==> config.mk <==
export PLATFORM = sky130hd
export DESIGN_NAME = radix_digit_converter_unit
export DESIGN_NICKNAME = d
export VERILOG_FILES = /design/src/hdl/rdc_pkg.sv /design/src/hdl/rdc_ram.sv /design/src/hdl/radix_digit_converter_unit.sv
export VERILOG_INCLUDE_DIRS = /design/src /design/src/hdl
export SDC_FILE = /design/constraint.sdc
export NUM_CORES = 1
export LEC_CHECK = 0
export BUFFER_PORTS_ARGS = -buffer_cell sky130_fd_sc_hd__buf_2
export CORE_ASPECT_RATIO = 0.9
export CORE_MARGIN = 2
export CORE_UTILIZATION = 25
export DETAILED_ROUTE_END_ITERATION = 10
export PLACE_DENSITY = 0.43
export SYNTH_ARGS = -nofsm -noshare
export SYNTH_HDL_FRONTEND = slang
export SYNTH_SLANG_ARGS = --single-unit
==> constraint.sdc <==
create_clock -name clk_i -period 25.7 [get_ports clk_i]
set_input_delay 3.855 -clock clk_i [delete_from_list [all_inputs] [get_ports clk_i]]
set_output_delay 3.855 -clock clk_i [all_outputs]
set_load 0.01 [all_outputs]
==> src/hdl/radix_digit_converter_unit_defines.svh <==
`ifndef RADIX_DIGIT_CONVERTER_UNIT_DEFINES_SVH
`define RADIX_DIGIT_CONVERTER_UNIT_DEFINES_SVH

// same-cycle implication, sampled on clk_i, off while rst_ni is low
`define RDC_ASSERT_NOW(label, ante, cons) \
  label: assert property (@(posedge clk_i) disable iff (!rst_ni) (ante) |-> (cons)) \
    else $error("rdc check failed");

// next-cycle implication, sampled on clk_i, off while rst_ni is low
`define RDC_ASSERT_NEXT(label, ante, cons) \
  label: assert property (@(posedge clk_i) disable iff (!rst_ni) (ante) |=> (cons)) \
    else $error("rdc check failed");

`endif

==> src/hdl/rdc_pkg.sv <==
package rdc_pkg;

  localparam int RADIX_W = 9;
  localparam int CHAR_W  = 7;
  localparam int DIV_W   = 7;
  localparam int REM_W   = 6;
  localparam int PC_W    = 4;

  localparam logic [RADIX_W-1:0] RADIX_RESET = 9'd10;
  localparam logic [RADIX_W-1:0] RADIX_MIN   = 9'd2;
  localparam logic [RADIX_W-1:0] RADIX_MAX   = 9'd64;
  localparam logic [RADIX_W-1:0] RADIX_BYTES = 9'd256;
  localparam logic [DIV_W-1:0]   DEC_BASE    = 7'd10;
  localparam logic [CHAR_W-1:0]  CHAR_DOT    = 7'h2E;
  localparam logic [CHAR_W-1:0]  CHAR_NUL    = 7'h00;

  typedef logic [PC_W-1:0] pc_t;

  typedef enum logic [3:0] {
    OP_NOP,
    OP_ACCEPT,
    OP_LOAD_WHOLE,
    OP_LOAD_BYTE,
    OP_DIV,
    OP_PUSH_DIGIT,
    OP_PUSH_DOT,
    OP_READ,
    OP_OUT,
    OP_OUT_ERR
  } op_e;

  typedef enum logic [2:0] {
    C_NEVER,
    C_ALWAYS,
    C_BAD,
    C_B256,
    C_DIV_MORE,
    C_QNZ,
    C_VZ,
    C_CNT_NZ
  } cond_e;

  typedef struct packed {
    op_e   op;
    cond_e cond;
    pc_t   target;
  } ctrl_t;

  localparam pc_t PC_IDLE  = 4'd0;
  localparam pc_t PC_CHK_B = 4'd1;
  localparam pc_t PC_CHK_W = 4'd2;
  localparam pc_t PC_WHOLE = 4'd3;
  localparam pc_t PC_BYTE  = 4'd4;
  localparam pc_t PC_DIV   = 4'd5;
  localparam pc_t PC_PUSH  = 4'd6;
  localparam pc_t PC_MORE  = 4'd7;
  localparam pc_t PC_DOT   = 4'd8;
  localparam pc_t PC_READ  = 4'd9;
  localparam pc_t PC_OUT   = 4'd10;
  localparam pc_t PC_BACK  = 4'd11;
  localparam pc_t PC_ERR   = 4'd12;

  // control store: no jump taken falls through to pc + 1
  function automatic ctrl_t ucode(pc_t pc);
    ctrl_t c;
    c = '{op: OP_NOP, cond: C_ALWAYS, target: PC_IDLE};
    unique case (pc)
      PC_IDLE:  c = '{op: OP_ACCEPT,     cond: C_NEVER,    target: PC_IDLE};
      PC_CHK_B: c = '{op: OP_NOP,        cond: C_BAD,      target: PC_ERR};
      PC_CHK_W: c = '{op: OP_NOP,        cond: C_B256,     target: PC_BYTE};
      PC_WHOLE: c = '{op: OP_LOAD_WHOLE, cond: C_ALWAYS,   target: PC_DIV};
      PC_BYTE:  c = '{op: OP_LOAD_BYTE,  cond: C_NEVER,    target: PC_IDLE};
      PC_DIV:   c = '{op: OP_DIV,        cond: C_DIV_MORE, target: PC_DIV};
      PC_PUSH:  c = '{op: OP_PUSH_DIGIT, cond: C_QNZ,      target: PC_DIV};
      PC_MORE:  c = '{op: OP_NOP,        cond: C_VZ,       target: PC_READ};
      PC_DOT:   c = '{op: OP_PUSH_DOT,   cond: C_ALWAYS,   target: PC_BYTE};
      PC_READ:  c = '{op: OP_READ,       cond: C_NEVER,    target: PC_IDLE};
      PC_OUT:   c = '{op: OP_OUT,        cond: C_CNT_NZ,   target: PC_READ};
      PC_BACK:  c = '{op: OP_NOP,        cond: C_ALWAYS,   target: PC_IDLE};
      PC_ERR:   c = '{op: OP_OUT_ERR,    cond: C_ALWAYS,   target: PC_IDLE};
      default:  c = '{op: OP_NOP,        cond: C_ALWAYS,   target: PC_IDLE};
    endcase
    return c;
  endfunction

  // digit alphabet 0-9, A-Z, a-z, '+', '/'
  function automatic logic [CHAR_W-1:0] digit_char(logic [REM_W-1:0] d);
    logic [CHAR_W-1:0] dz;
    logic [CHAR_W-1:0] ch;
    dz = {1'b0, d};
    if (d < 6'd10) begin
      ch = 7'h30 + dz;
    end else if (d < 6'd36) begin
      ch = 7'h41 + dz - 7'd10;
    end else if (d < 6'd62) begin
      ch = 7'h61 + dz - 7'd36;
    end else if (d == 6'd62) begin
      ch = 7'h2B;
    end else begin
      ch = 7'h2F;
    end
    return ch;
  endfunction

endpackage

==> src/hdl/rdc_ram.sv <==
module rdc_ram #(
  parameter int WIDTH = 8,
  parameter int DEPTH = 16
) (
  input  logic                     clk_i,
  input  logic                     we_i,
  input  logic [$clog2(DEPTH)-1:0] waddr_i,
  input  logic [WIDTH-1:0]         wdata_i,
  input  logic                     re_i,
  input  logic [$clog2(DEPTH)-1:0] raddr_i,
  output logic [WIDTH-1:0]         rdata_o
);

  logic [WIDTH-1:0] mem_q [DEPTH];
  logic [WIDTH-1:0] rdata_q;

  always_ff @(posedge clk_i) begin
    if (we_i) begin
      mem_q[waddr_i] <= wdata_i;
    end
    if (re_i) begin
      rdata_q <= mem_q[raddr_i];
    end
  end

  assign rdata_o = rdata_q;

endmodule

==> src/hdl/radix_digit_converter_unit.sv <==
// channel   dir  handshake                     payload
// s_axis    in   s_axis_tvalid/s_axis_tready   tdata: value
// m_axis    out  m_axis_tvalid/m_axis_tready   tdata: char_code, tlast: last, tuser: bad_radix
// cfg       in   cfg_valid_i/cfg_ready_o       cfg_data_i: radix
//
// digits come from a restoring divider that retires 8 quotient bits a cycle,
// so one digit takes a divide step per byte of the value and then a push onto the stack
// reset clears the sequencer, the stack count and the output valid bit; radix resets to 10
// a stalled output holds the sequencer at its output step; input is taken only at idle

`include "radix_digit_converter_unit_defines.svh"

module radix_digit_converter_unit #(
  parameter int VALUE_BITS = 32
) (
  input  logic                                 clk_i,
  input  logic                                 rst_ni,
  input  logic                                 s_axis_tvalid,
  output logic                                 s_axis_tready,
  input  logic [((VALUE_BITS + 7) / 8) * 8-1:0] s_axis_tdata,  // [VALUE_BITS-1:0] value
  output logic                                 m_axis_tvalid,
  input  logic                                 m_axis_tready,
  output logic [7:0]                           m_axis_tdata,  // [6:0] char_code
  output logic                                 m_axis_tlast,
  output logic                                 m_axis_tuser,  // [0] bad_radix
  input  logic                                 cfg_valid_i,
  output logic                                 cfg_ready_o,
  input  logic [rdc_pkg::RADIX_W-1:0]          cfg_data_i
);

  localparam int CHUNKS = (VALUE_BITS + 7) / 8;
  localparam int QW     = CHUNKS * 8;
  localparam int CW     = (CHUNKS > 1) ? $clog2(CHUNKS) : 1;
  localparam int AW     = $clog2(VALUE_BITS);
  localparam int CNT_W  = $clog2(VALUE_BITS + 1);
  localparam logic [CW-1:0]    CHUNK_LAST = CW'(CHUNKS - 1);
  localparam logic [CNT_W-1:0] DEPTH_CNT  = CNT_W'(VALUE_BITS);

  rdc_pkg::pc_t  pc_q, pc_d;
  rdc_pkg::ctrl_t ctrl;

  logic [rdc_pkg::RADIX_W-1:0] radix_q;
  logic [VALUE_BITS-1:0]       v_q, v_d;
  logic [QW-1:0]               q_q, q_d;
  logic [rdc_pkg::REM_W-1:0]   rem_q, rem_d;
  logic [rdc_pkg::DIV_W-1:0]   div_q, div_d;
  logic [CW-1:0]               chunk_q, chunk_d;
  logic [CNT_W-1:0]            cnt_q, cnt_d;
  logic [CNT_W-1:0]            cnt_m1;

  logic                        out_valid_q, out_valid_d;
  logic [rdc_pkg::CHAR_W-1:0]  out_char_q, out_char_d;
  logic                        out_last_q, out_last_d;
  logic                        out_bad_q, out_bad_d;
  logic                        out_free;

  logic                        in_acc;
  logic                        bad_radix;
  logic                        is_b256;
  logic                        stall;
  logic                        jump;

  logic [QW-1:0]               qs;
  logic [rdc_pkg::DIV_W-1:0]   rs;
  logic [rdc_pkg::REM_W-1:0]   rem_step;

  logic                        ram_we;
  logic [rdc_pkg::CHAR_W-1:0]  ram_wdata;
  logic                        ram_re;
  logic [rdc_pkg::CHAR_W-1:0]  ram_rdata;

  assign ctrl      = rdc_pkg::ucode(pc_q);
  assign cfg_ready_o = 1'b1;
  assign s_axis_tready = (ctrl.op == rdc_pkg::OP_ACCEPT);
  assign in_acc    = s_axis_tvalid && s_axis_tready;
  assign out_free  = !out_valid_q || m_axis_tready;
  assign cnt_m1    = cnt_q - CNT_W'(1);

  assign is_b256   = (radix_q == rdc_pkg::RADIX_BYTES);
  assign bad_radix = !(((radix_q >= rdc_pkg::RADIX_MIN) && (radix_q <= rdc_pkg::RADIX_MAX))
                       || is_b256);

  // eight restoring steps on a narrow remainder
  always_comb begin
    qs = q_q;
    rs = '0;
    rem_step = rem_q;
    for (int i = 0; i < 8; i++) begin
      rs = {rem_step, qs[QW-1]};
      if (rs >= div_q) begin
        rs = rs - div_q;
        qs = {qs[QW-2:0], 1'b1};
      end else begin
        qs = {qs[QW-2:0], 1'b0};
      end
      rem_step = rs[rdc_pkg::REM_W-1:0];
    end
  end

  always_comb begin
    case (ctrl.cond)
      rdc_pkg::C_NEVER:    jump = 1'b0;
      rdc_pkg::C_ALWAYS:   jump = 1'b1;
      rdc_pkg::C_BAD:      jump = bad_radix;
      rdc_pkg::C_B256:     jump = is_b256;
      rdc_pkg::C_DIV_MORE: jump = (chunk_q != '0);
      rdc_pkg::C_QNZ:      jump = (q_q != '0);
      rdc_pkg::C_VZ:       jump = (v_q == '0);
      rdc_pkg::C_CNT_NZ:   jump = (cnt_q != '0);
      default:             jump = 1'b0;
    endcase
  end

  always_comb begin
    stall = 1'b0;
    v_d = v_q;
    q_d = q_q;
    rem_d = rem_q;
    div_d = div_q;
    chunk_d = chunk_q;
    cnt_d = cnt_q;
    ram_we = 1'b0;
    ram_wdata = rdc_pkg::digit_char(rem_q);
    ram_re = 1'b0;
    out_valid_d = out_valid_q && !m_axis_tready;
    out_char_d = out_char_q;
    out_last_d = out_last_q;
    out_bad_d = out_bad_q;

    unique case (ctrl.op)
      rdc_pkg::OP_NOP: begin
      end
      rdc_pkg::OP_ACCEPT: begin
        stall = !s_axis_tvalid;
        if (in_acc) begin
          v_d = s_axis_tdata[VALUE_BITS-1:0];
          cnt_d = '0;
        end
      end
      rdc_pkg::OP_LOAD_WHOLE: begin
        q_d = QW'(v_q);
        v_d = '0;
        div_d = radix_q[rdc_pkg::DIV_W-1:0];
        rem_d = '0;
        chunk_d = CHUNK_LAST;
      end
      rdc_pkg::OP_LOAD_BYTE: begin
        q_d = QW'(v_q[7:0]);
        v_d = v_q >> 8;
        div_d = rdc_pkg::DEC_BASE;
        rem_d = '0;
        chunk_d = CHUNK_LAST;
      end
      rdc_pkg::OP_DIV: begin
        q_d = qs;
        rem_d = rem_step;
        chunk_d = chunk_q - CW'(1);
      end
      rdc_pkg::OP_PUSH_DIGIT: begin
        ram_we = 1'b1;
        cnt_d = cnt_q + CNT_W'(1);
        rem_d = '0;
        chunk_d = CHUNK_LAST;
      end
      rdc_pkg::OP_PUSH_DOT: begin
        ram_we = 1'b1;
        ram_wdata = rdc_pkg::CHAR_DOT;
        cnt_d = cnt_q + CNT_W'(1);
      end
      rdc_pkg::OP_READ: begin
        ram_re = 1'b1;
        cnt_d = cnt_m1;
      end
      rdc_pkg::OP_OUT: begin
        stall = !out_free;
        if (out_free) begin
          out_valid_d = 1'b1;
          out_char_d = ram_rdata;
          out_last_d = (cnt_q == '0);
          out_bad_d = 1'b0;
        end
      end
      rdc_pkg::OP_OUT_ERR: begin
        stall = !out_free;
        if (out_free) begin
          out_valid_d = 1'b1;
          out_char_d = rdc_pkg::CHAR_NUL;
          out_last_d = 1'b1;
          out_bad_d = 1'b1;
        end
      end
      default: begin
      end
    endcase

    if (stall) begin
      pc_d = pc_q;
    end else if (jump) begin
      pc_d = ctrl.target;
    end else begin
      pc_d = pc_q + rdc_pkg::pc_t'(1);
    end
  end

  always_ff @(posedge clk_i or negedge rst_ni) begin
    if (!rst_ni) begin
      pc_q <= rdc_pkg::PC_IDLE;
      cnt_q <= '0;
      out_valid_q <= 1'b0;
      radix_q <= rdc_pkg::RADIX_RESET;
    end else begin
      pc_q <= pc_d;
      cnt_q <= cnt_d;
      out_valid_q <= out_valid_d;
      if (cfg_valid_i && cfg_ready_o) begin
        radix_q <= cfg_data_i;
      end
    end
  end

  always_ff @(posedge clk_i) begin
    v_q <= v_d;
    q_q <= q_d;
    rem_q <= rem_d;
    div_q <= div_d;
    chunk_q <= chunk_d;
    out_char_q <= out_char_d;
    out_last_q <= out_last_d;
    out_bad_q <= out_bad_d;
  end

  rdc_ram #(
    .WIDTH(rdc_pkg::CHAR_W),
    .DEPTH(VALUE_BITS)
  ) u_stack (
    .clk_i  (clk_i),
    .we_i   (ram_we),
    .waddr_i(cnt_q[AW-1:0]),
    .wdata_i(ram_wdata),
    .re_i   (ram_re),
    .raddr_i(cnt_m1[AW-1:0]),
    .rdata_o(ram_rdata)
  );

  assign m_axis_tvalid = out_valid_q;
  assign m_axis_tdata  = {1'b0, out_char_q};
  assign m_axis_tlast  = out_last_q;
  assign m_axis_tuser  = out_bad_q;

  `RDC_ASSERT_NOW(a_stack_bound, 1'b1, cnt_q <= DEPTH_CNT)
  `RDC_ASSERT_NOW(a_accept_empty, in_acc, cnt_q == '0)
  `RDC_ASSERT_NOW(a_err_shape, out_valid_q && out_bad_q, out_last_q && (out_char_q == '0))
  `RDC_ASSERT_NEXT(a_read_then_out, ctrl.op == rdc_pkg::OP_READ, pc_q == rdc_pkg::PC_OUT)

endmodule

Yosys cells after proc, flatten, opt, wreduce, memory -nomap -nowiden

Memories as Yosys holds them, arrays and structs flattened. A register that Yosys moved wholly into a read port is not among the register bits.
Cells that the tools add are included.

Eq/ne operators: 21
Add/sub/neg operators: 17
Mux-type cells: 46
Reductions and logical operators: 28
Order comparisons: 13

Operators by type and width:

| operator              | number |
|---|---|
| $pmux W32 S3          | 2 |
| $ge A7 B7 Y1          | 8 |
| $mux W6               | 9 |
| $sub A6 B6 Y6         | 8 |
| $mux W7               | 6 |
| $logic_not A32 Y1     | 1 |
| $mux W32              | 1 |
| $reduce_bool A32 Y1   | 1 |
| $pmux W7 S2           | 2 |
| $pmux W6 S3           | 1 |
| $mux W1               | 17 |
| $eq A4 B3 Y1 const B  | 4 |
| $add A7 B6 Y7 const A | 2 |
| $eq A3 B3 Y1 const B  | 4 |
| $lt A6 B6 Y1 const B  | 2 |
| $pmux W6 S2           | 1 |
| $eq A9 B9 Y1 const B  | 1 |
| $ge A9 B2 Y1 const B  | 1 |
| $le A9 B7 Y1 const B  | 1 |
| $reduce_bool A3 Y1    | 3 |
| $eq A4 B2 Y1 const B  | 2 |
| $eq A4 B4 Y1 const B  | 2 |
| $pmux W1 S8           | 1 |
| $reduce_bool A2 Y1    | 4 |
| 28 further kinds      | 41 |

Logic and storage cells: 139
ROM bits: 160
Register bits: 108
Bits of input ports: 46
Memory bits (writable): 224
Memories: 2
Output and inout bits: 13

Memory list:

| name             | depth | width | read ports | clocked after Yosys merged registers in | write ports | line          | RTL |
|---|---|---|---|---|---|---|---|
| u_stack.mem_q    | 32    | 7     | 1          | 1                                       | 1           | rdc_ram.sv:14 | `logic [WIDTH-1:0] mem_q [DEPTH];` |
| (name not given) | 16    | 10    | 1          | 0                                       | 0           | rdc_pkg.sv:67 | `unique case (pc)` |

Longest topological paths before layout

Depth after elaboration: 17
Depth in mapped cells: 65
Depth with buffers taken out: 61

By module

A second synthesis with hierarchy kept.

Cells, all modules: 1262
Area, all modules: 17366.7 µm²

By module, submodules not included:

| module                     | sequential area each (µm²) | cells each | area an instance (µm²) | instances |
|---|---|---|---|---|
| rdc_ram                    | 6936.7                     | 370        | 8903.5                 | 1 |
| radix_digit_converter_unit | 3145.5                     | 892        | 8463.1                 | 1 |

Worst setup path after synthesis

Ideal clock, no wire load.

Kind: reg-to-reg
From: reg div_q[1] (netlist bit)
To: reg rem_q[4] (netlist bit), data pin
Arrival: 12.617 ns
Period minus slack after synthesis: 12.878 ns
Path buffers: 3
Required time: 25.439 ns
Setup time: 0.261 ns
Path slack: 12.822 ns
Stages on the path, launching flop included: 63
Cells stage by stage: edfxtp_1 inv_1 ha_1 nor2b_1 o21ai_1 a21boi_1 nor3b_1 o21ai_2 mux2_2 ha_1 a21o_1 a21o_1 a21oi_1 o21a_1 clkbuf_1 nor2_1 nor2_1 ha_1 (+27 left out) mux2_2 inv_1 ha_1 nor2b_1 o21a_1 o21ai_1 a21oi_1 o22ai_1 mux2i_1 ha_1 a21o_1 a21o_1 a31oi_1 o21bai_1 a21oi_1 clkbuf_1 mux2i_1 o21ai_1

Longest elaborated chain between the ends: 17
Elaborated cells between the ends (all ways): 25
Those cells by class: add/sub (8); order compare (8); mux (9)

Ends and longest elaborated chain:

| what                                                 | line                                                               | RTL |
|---|---|---|
| from (decl)                                          | radix_digit_converter_unit.sv:46                                   | `logic [rdc_pkg::DIV_W-1:0] div_q, div_d;` |
| from (signal assigned)                               | radix_digit_converter_unit.sv:225                                  | `div_q <= div_d;` |
| $sub A6 B6 Y6 / $ge A7 B7 Y1 (equally long branches) | radix_digit_converter_unit.sv:91, radix_digit_converter_unit.sv:90 |  |
| $mux W6                                              | radix_digit_converter_unit.sv:90                                   | `if (rs >= div_q) begin` |
| $sub A6 B6 Y6 / $ge A7 B7 Y1 (equally long branches) | radix_digit_converter_unit.sv:91, radix_digit_converter_unit.sv:90 |  |
| $mux W6                                              | radix_digit_converter_unit.sv:90                                   |  |
| $sub A6 B6 Y6 / $ge A7 B7 Y1 (equally long branches) | radix_digit_converter_unit.sv:91, radix_digit_converter_unit.sv:90 |  |
| $mux W6                                              | radix_digit_converter_unit.sv:90                                   |  |
| $sub A6 B6 Y6 / $ge A7 B7 Y1 (equally long branches) | radix_digit_converter_unit.sv:91, radix_digit_converter_unit.sv:90 |  |
| $mux W6                                              | radix_digit_converter_unit.sv:90                                   |  |
| $sub A6 B6 Y6 / $ge A7 B7 Y1 (equally long branches) | radix_digit_converter_unit.sv:91, radix_digit_converter_unit.sv:90 |  |
| $mux W6                                              | radix_digit_converter_unit.sv:90                                   |  |
| $ge A7 B7 Y1 / $sub A6 B6 Y6 (equally long branches) | radix_digit_converter_unit.sv:90, radix_digit_converter_unit.sv:91 |  |
| $mux W6                                              | radix_digit_converter_unit.sv:90                                   |  |
| $sub A6 B6 Y6 / $ge A7 B7 Y1 (equally long branches) | radix_digit_converter_unit.sv:91, radix_digit_converter_unit.sv:90 |  |
| $mux W6                                              | radix_digit_converter_unit.sv:90                                   |  |
| $sub A6 B6 Y6 / $ge A7 B7 Y1 (equally long branches) | radix_digit_converter_unit.sv:91, radix_digit_converter_unit.sv:90 |  |
| $mux W6 *                                            | radix_digit_converter_unit.sv:90                                   |  |
| $pmux W6 S2 *                                        | radix_digit_converter_unit.sv:130                                  | `unique case (ctrl.op)` |
| to (signal assigned)                                 | radix_digit_converter_unit.sv:224                                  | `rem_q <= rem_d;` |
| to (decl)                                            | radix_digit_converter_unit.sv:45                                   | `logic [rdc_pkg::REM_W-1:0] rem_q, rem_d;` |

Every way passes the cells marked *; elsewhere a longest branch is shown, timed or not.
A chain may end at the register's enable or synchronous reset.

Worst setup path in the final report

Ends and elaborated chain as after synthesis.

==> impl_metrics.toml <==
[global_route]
first_global_vias = 10802
grt_overflow = 0
grt_pass1_wl_mm = 68.9
antenna_found_initial = 1
track_usage = 0.129
grt_max_degree = 63

[timing]
slew_violations = 0
fin_worst_skew_ns = 0.0397
fmax_mhz = 66.3
post-route-period-util = 0.587
rsz0062_at_grt = "no"
tns_ns = 0
hold_viol = 0
period_minus_slack_ns = 15.08
slew_headroom = 0.227
setup_viol = 0
tightest_slew_ns = 1.15

[worst_setup_path]
arrival_ns = 15.37
r2r_start = "div_q[1]$_SDFFCE_PN1N_"
worst_path_max_delay_cell = "edfxtp_1"
crit_top_cell = "a21o_1"
critPathCapture = "rem_q[4]$_SDFFCE_PP0P_"
cp_data_required_time_ns = 25.99
crit_fanout = 14
critPathLaunchType = "flip-flop"
reg2reg_slack_ns = 10.62
r2r_end = "rem_q[4]$_SDFFCE_PP0P_"
critPathKind = "reg -> reg"
crit_start = "div_q[1]$_SDFFCE_PN1N_"
cpPeakStageDelay_ns = 0.72
ff2ff_path_depth = 61
critPathCaptureType = "flip-flop"

[routing]
drcViolationCount = 0
vias = 10807
drt-wirelength-per-cell_um = 19.7
routed_wl_mm = 45.9
avgViaCountPerCell = 4.65
drt-initial-drc-count = 835
drtAntennaViolNets = 0
first_pass_iters = 6

[synth]
synth_async_sr_flop_share = 0.0590
netlist_instances = 1301
ys_seq_area_frac = 0.584
yosysWarningCount = 0
yosysUniqueCellTypes = 79
ys_seq_elements = 339
postSynthAreaPerCell_um2 = 13.3
synth_ff_type = "edfxtp_1"
synth_area_um2 = 17300
synth_edf_count = 319
syn_nets = 1427

[floorplanning]
ios = 59
initial_core_util = 0.252
dieHeight_um = 253
core_um2 = 68400
die_w_um = 281
placementRows = 91
die_area_um2 = 71100

[finish]
fillers = 6950
fin_nets = 1490
drive_gt1_frac = 0.185
area_growth_pct = 15.2
diodes = 0

[clock_network]
cts_sinks = 339
cts_resized = 0
h-tree-depth = 2
cts_buffers = 40
cts_hold_buf = 0
clk_latency_ns = 0.57
root_buffer = "clkbuf_16"
clockBufferDepth = 3
clkTransAtPathRegs_ns = 0.06
post_cts_buffers = 0
cts_tree = "done"

[run]
drv_cap = 0

[hold_path]
hp-class = "reg -> reg"

[place]
io_buffer_count = 56
hpwl_mm = 31.6
globalplace.congestion = 0.788

[outcome]
status = "complete, no violations"
through the flow:
| step | cells | instance area [um^2] | hold WS [ns] | setup WS, ns | utilization |
|---|---|---|---|---|---|
| 2_1_floorplan | 1301 | 17300 | 0.481 | 12.82 | - |
| 3_3_place_gp | 2252 | 18600 | 0.511 | 11.19 | 0.273 |
| 3_5_place_dp | 2252 | 18600 | 0.525 | 10.70 | 0.273 |
| 4_1_cts | 2324 | 19900 | 0.533 | 10.66 | 0.291 |
| 5_1_grt | 2324 | 19900 | 0.562 | 9.17 | 0.291 |
| 6_report | 2324 | 19900 | 0.526 | 10.62 | 0.291 |
layout make-up:
type,count,area (um^2),share of cell area
repair buffers,73,408,0.0205
well taps,930,1160,0.0585
multi-input cells,854,6780,0.341
flip-flops and latches,339,10100,0.507
clock buffers,52,1080,0.0541
clock inverters,20,164,0.00824
inverters,56,210,0.0106
layout by cell type, fill, tap and decap left out, drive strengths merged, types with 10 or more instances in the layout:
cell	netlist	routed
a21oi	57	57
nand3	15	15
nor3	13	13
nor2b	20	20
a21o	25	25
inv	56	58
nand4	10	10
mux2i	18	18
nor4	19	19
edfxtp	319	319
buf	19	73
xor2	12	12
clkbuf	33	52
ha	72	72
xnor2	20	20
clkinv	0	15
mux2	28	28
nor2	80	80
mux4	70	70
o21ai	100	100
and2	16	16
dfrtp	18	18
nand2	146	146
nand2b	17	17
worst min path at each step:
stage / cells after the start / slack [ns] / from / end
final: 1 / 0.53 / u_stack.rdata_o[1]$_DFFE_PN_ / out_char_q[1]$_SDFFCE_PP0P_
after global routing: 1 / 0.56 / cnt_q[5]$_DFFE_PN0P_ / cnt_q[5]$_DFFE_PN0P_
after CTS: 1 / 0.53 / u_stack.rdata_o[1]$_DFFE_PN_ / out_char_q[1]$_SDFFCE_PP0P_
after detailed placement: 1 / 0.52 / u_stack.rdata_o[5]$_DFFE_PN_ / out_char_q[5]$_SDFFCE_PP0P_
after global placement: 1 / 0.51 / cnt_q[5]$_DFFE_PN0P_ / cnt_q[5]$_DFFE_PN0P_
after floorplan: 1 / 0.48 / cnt_q[5]$_DFFE_PN0P_ / cnt_q[5]$_DFFE_PN0P_
state kept, by name, summed over array words and instances (netlist names):
name and flops:
u_stack.mem_q 224, q_q 32, v_q 32, radix_q 9, div_q 7, out_char_q 7, u_stack.rdata_o 7, cnt_q 6
rem_q 6, pc_q 4, chunk_q 2, m_axis_tlast 1, m_axis_tuser 1, m_axis_tvalid 1
synthesized netlist by cell type, drive strengths merged, types with 10 or more instances:
master,number,area [um^2]
nand3,15,75.1
o21ai,100,504
mux2,28,315
and2,16,103
nor2b,20,125
nand2b,17,106
a21oi,57,289
ha,72,901
buf,19,100
nand4,10,62.6
nor2,80,300
clkbuf,33,124
xor2,12,105
nor3,13,65.1
edfxtp,319,9580
mux4,70,1580
dfrtp,18,450
inv,56,210
nor4,19,119
xnor2,20,175
a21o,25,188
mux2i,18,180
nand2,146,548
worst max-delay path, delay by kind of cell (launching register included):
family	cells	cell delay, ns
compound gates	35	7.66
fa+ha+maj	8	2.41
buf+inv	5	0.97
flops	1	0.72
mux	5	1.78
simple gates	8	1.27
logic make-up (layout without fill, tap and decap cells):
logic type / Yosys count / count (layout) / share of synthesized area
other cells: 2 / 2 / 0.000435
mux: 116 / 116 / 0.120
buf+inv: 108 / 201 / 0.0252
flops: 339 / 339 / 0.584
fa+ha+maj: 80 / 80 / 0.0615
xor+xnor: 32 / 32 / 0.0162
compound gates: 258 / 258 / 0.0922
simple gates: 366 / 366 / 0.100
per-layer routing:
metal,share of wire,vias up,global-route usage
met5,0,-,0
met4,0.021,0,0.0371
met3,0.038,55,0.0208
met2,0.46,203,0.199
met1,0.49,5471,0.185
li1,-,5078,-
Power is not shown: default switching activity piles up to over one toggle a cycle in this logic, so the estimate is an artifact.
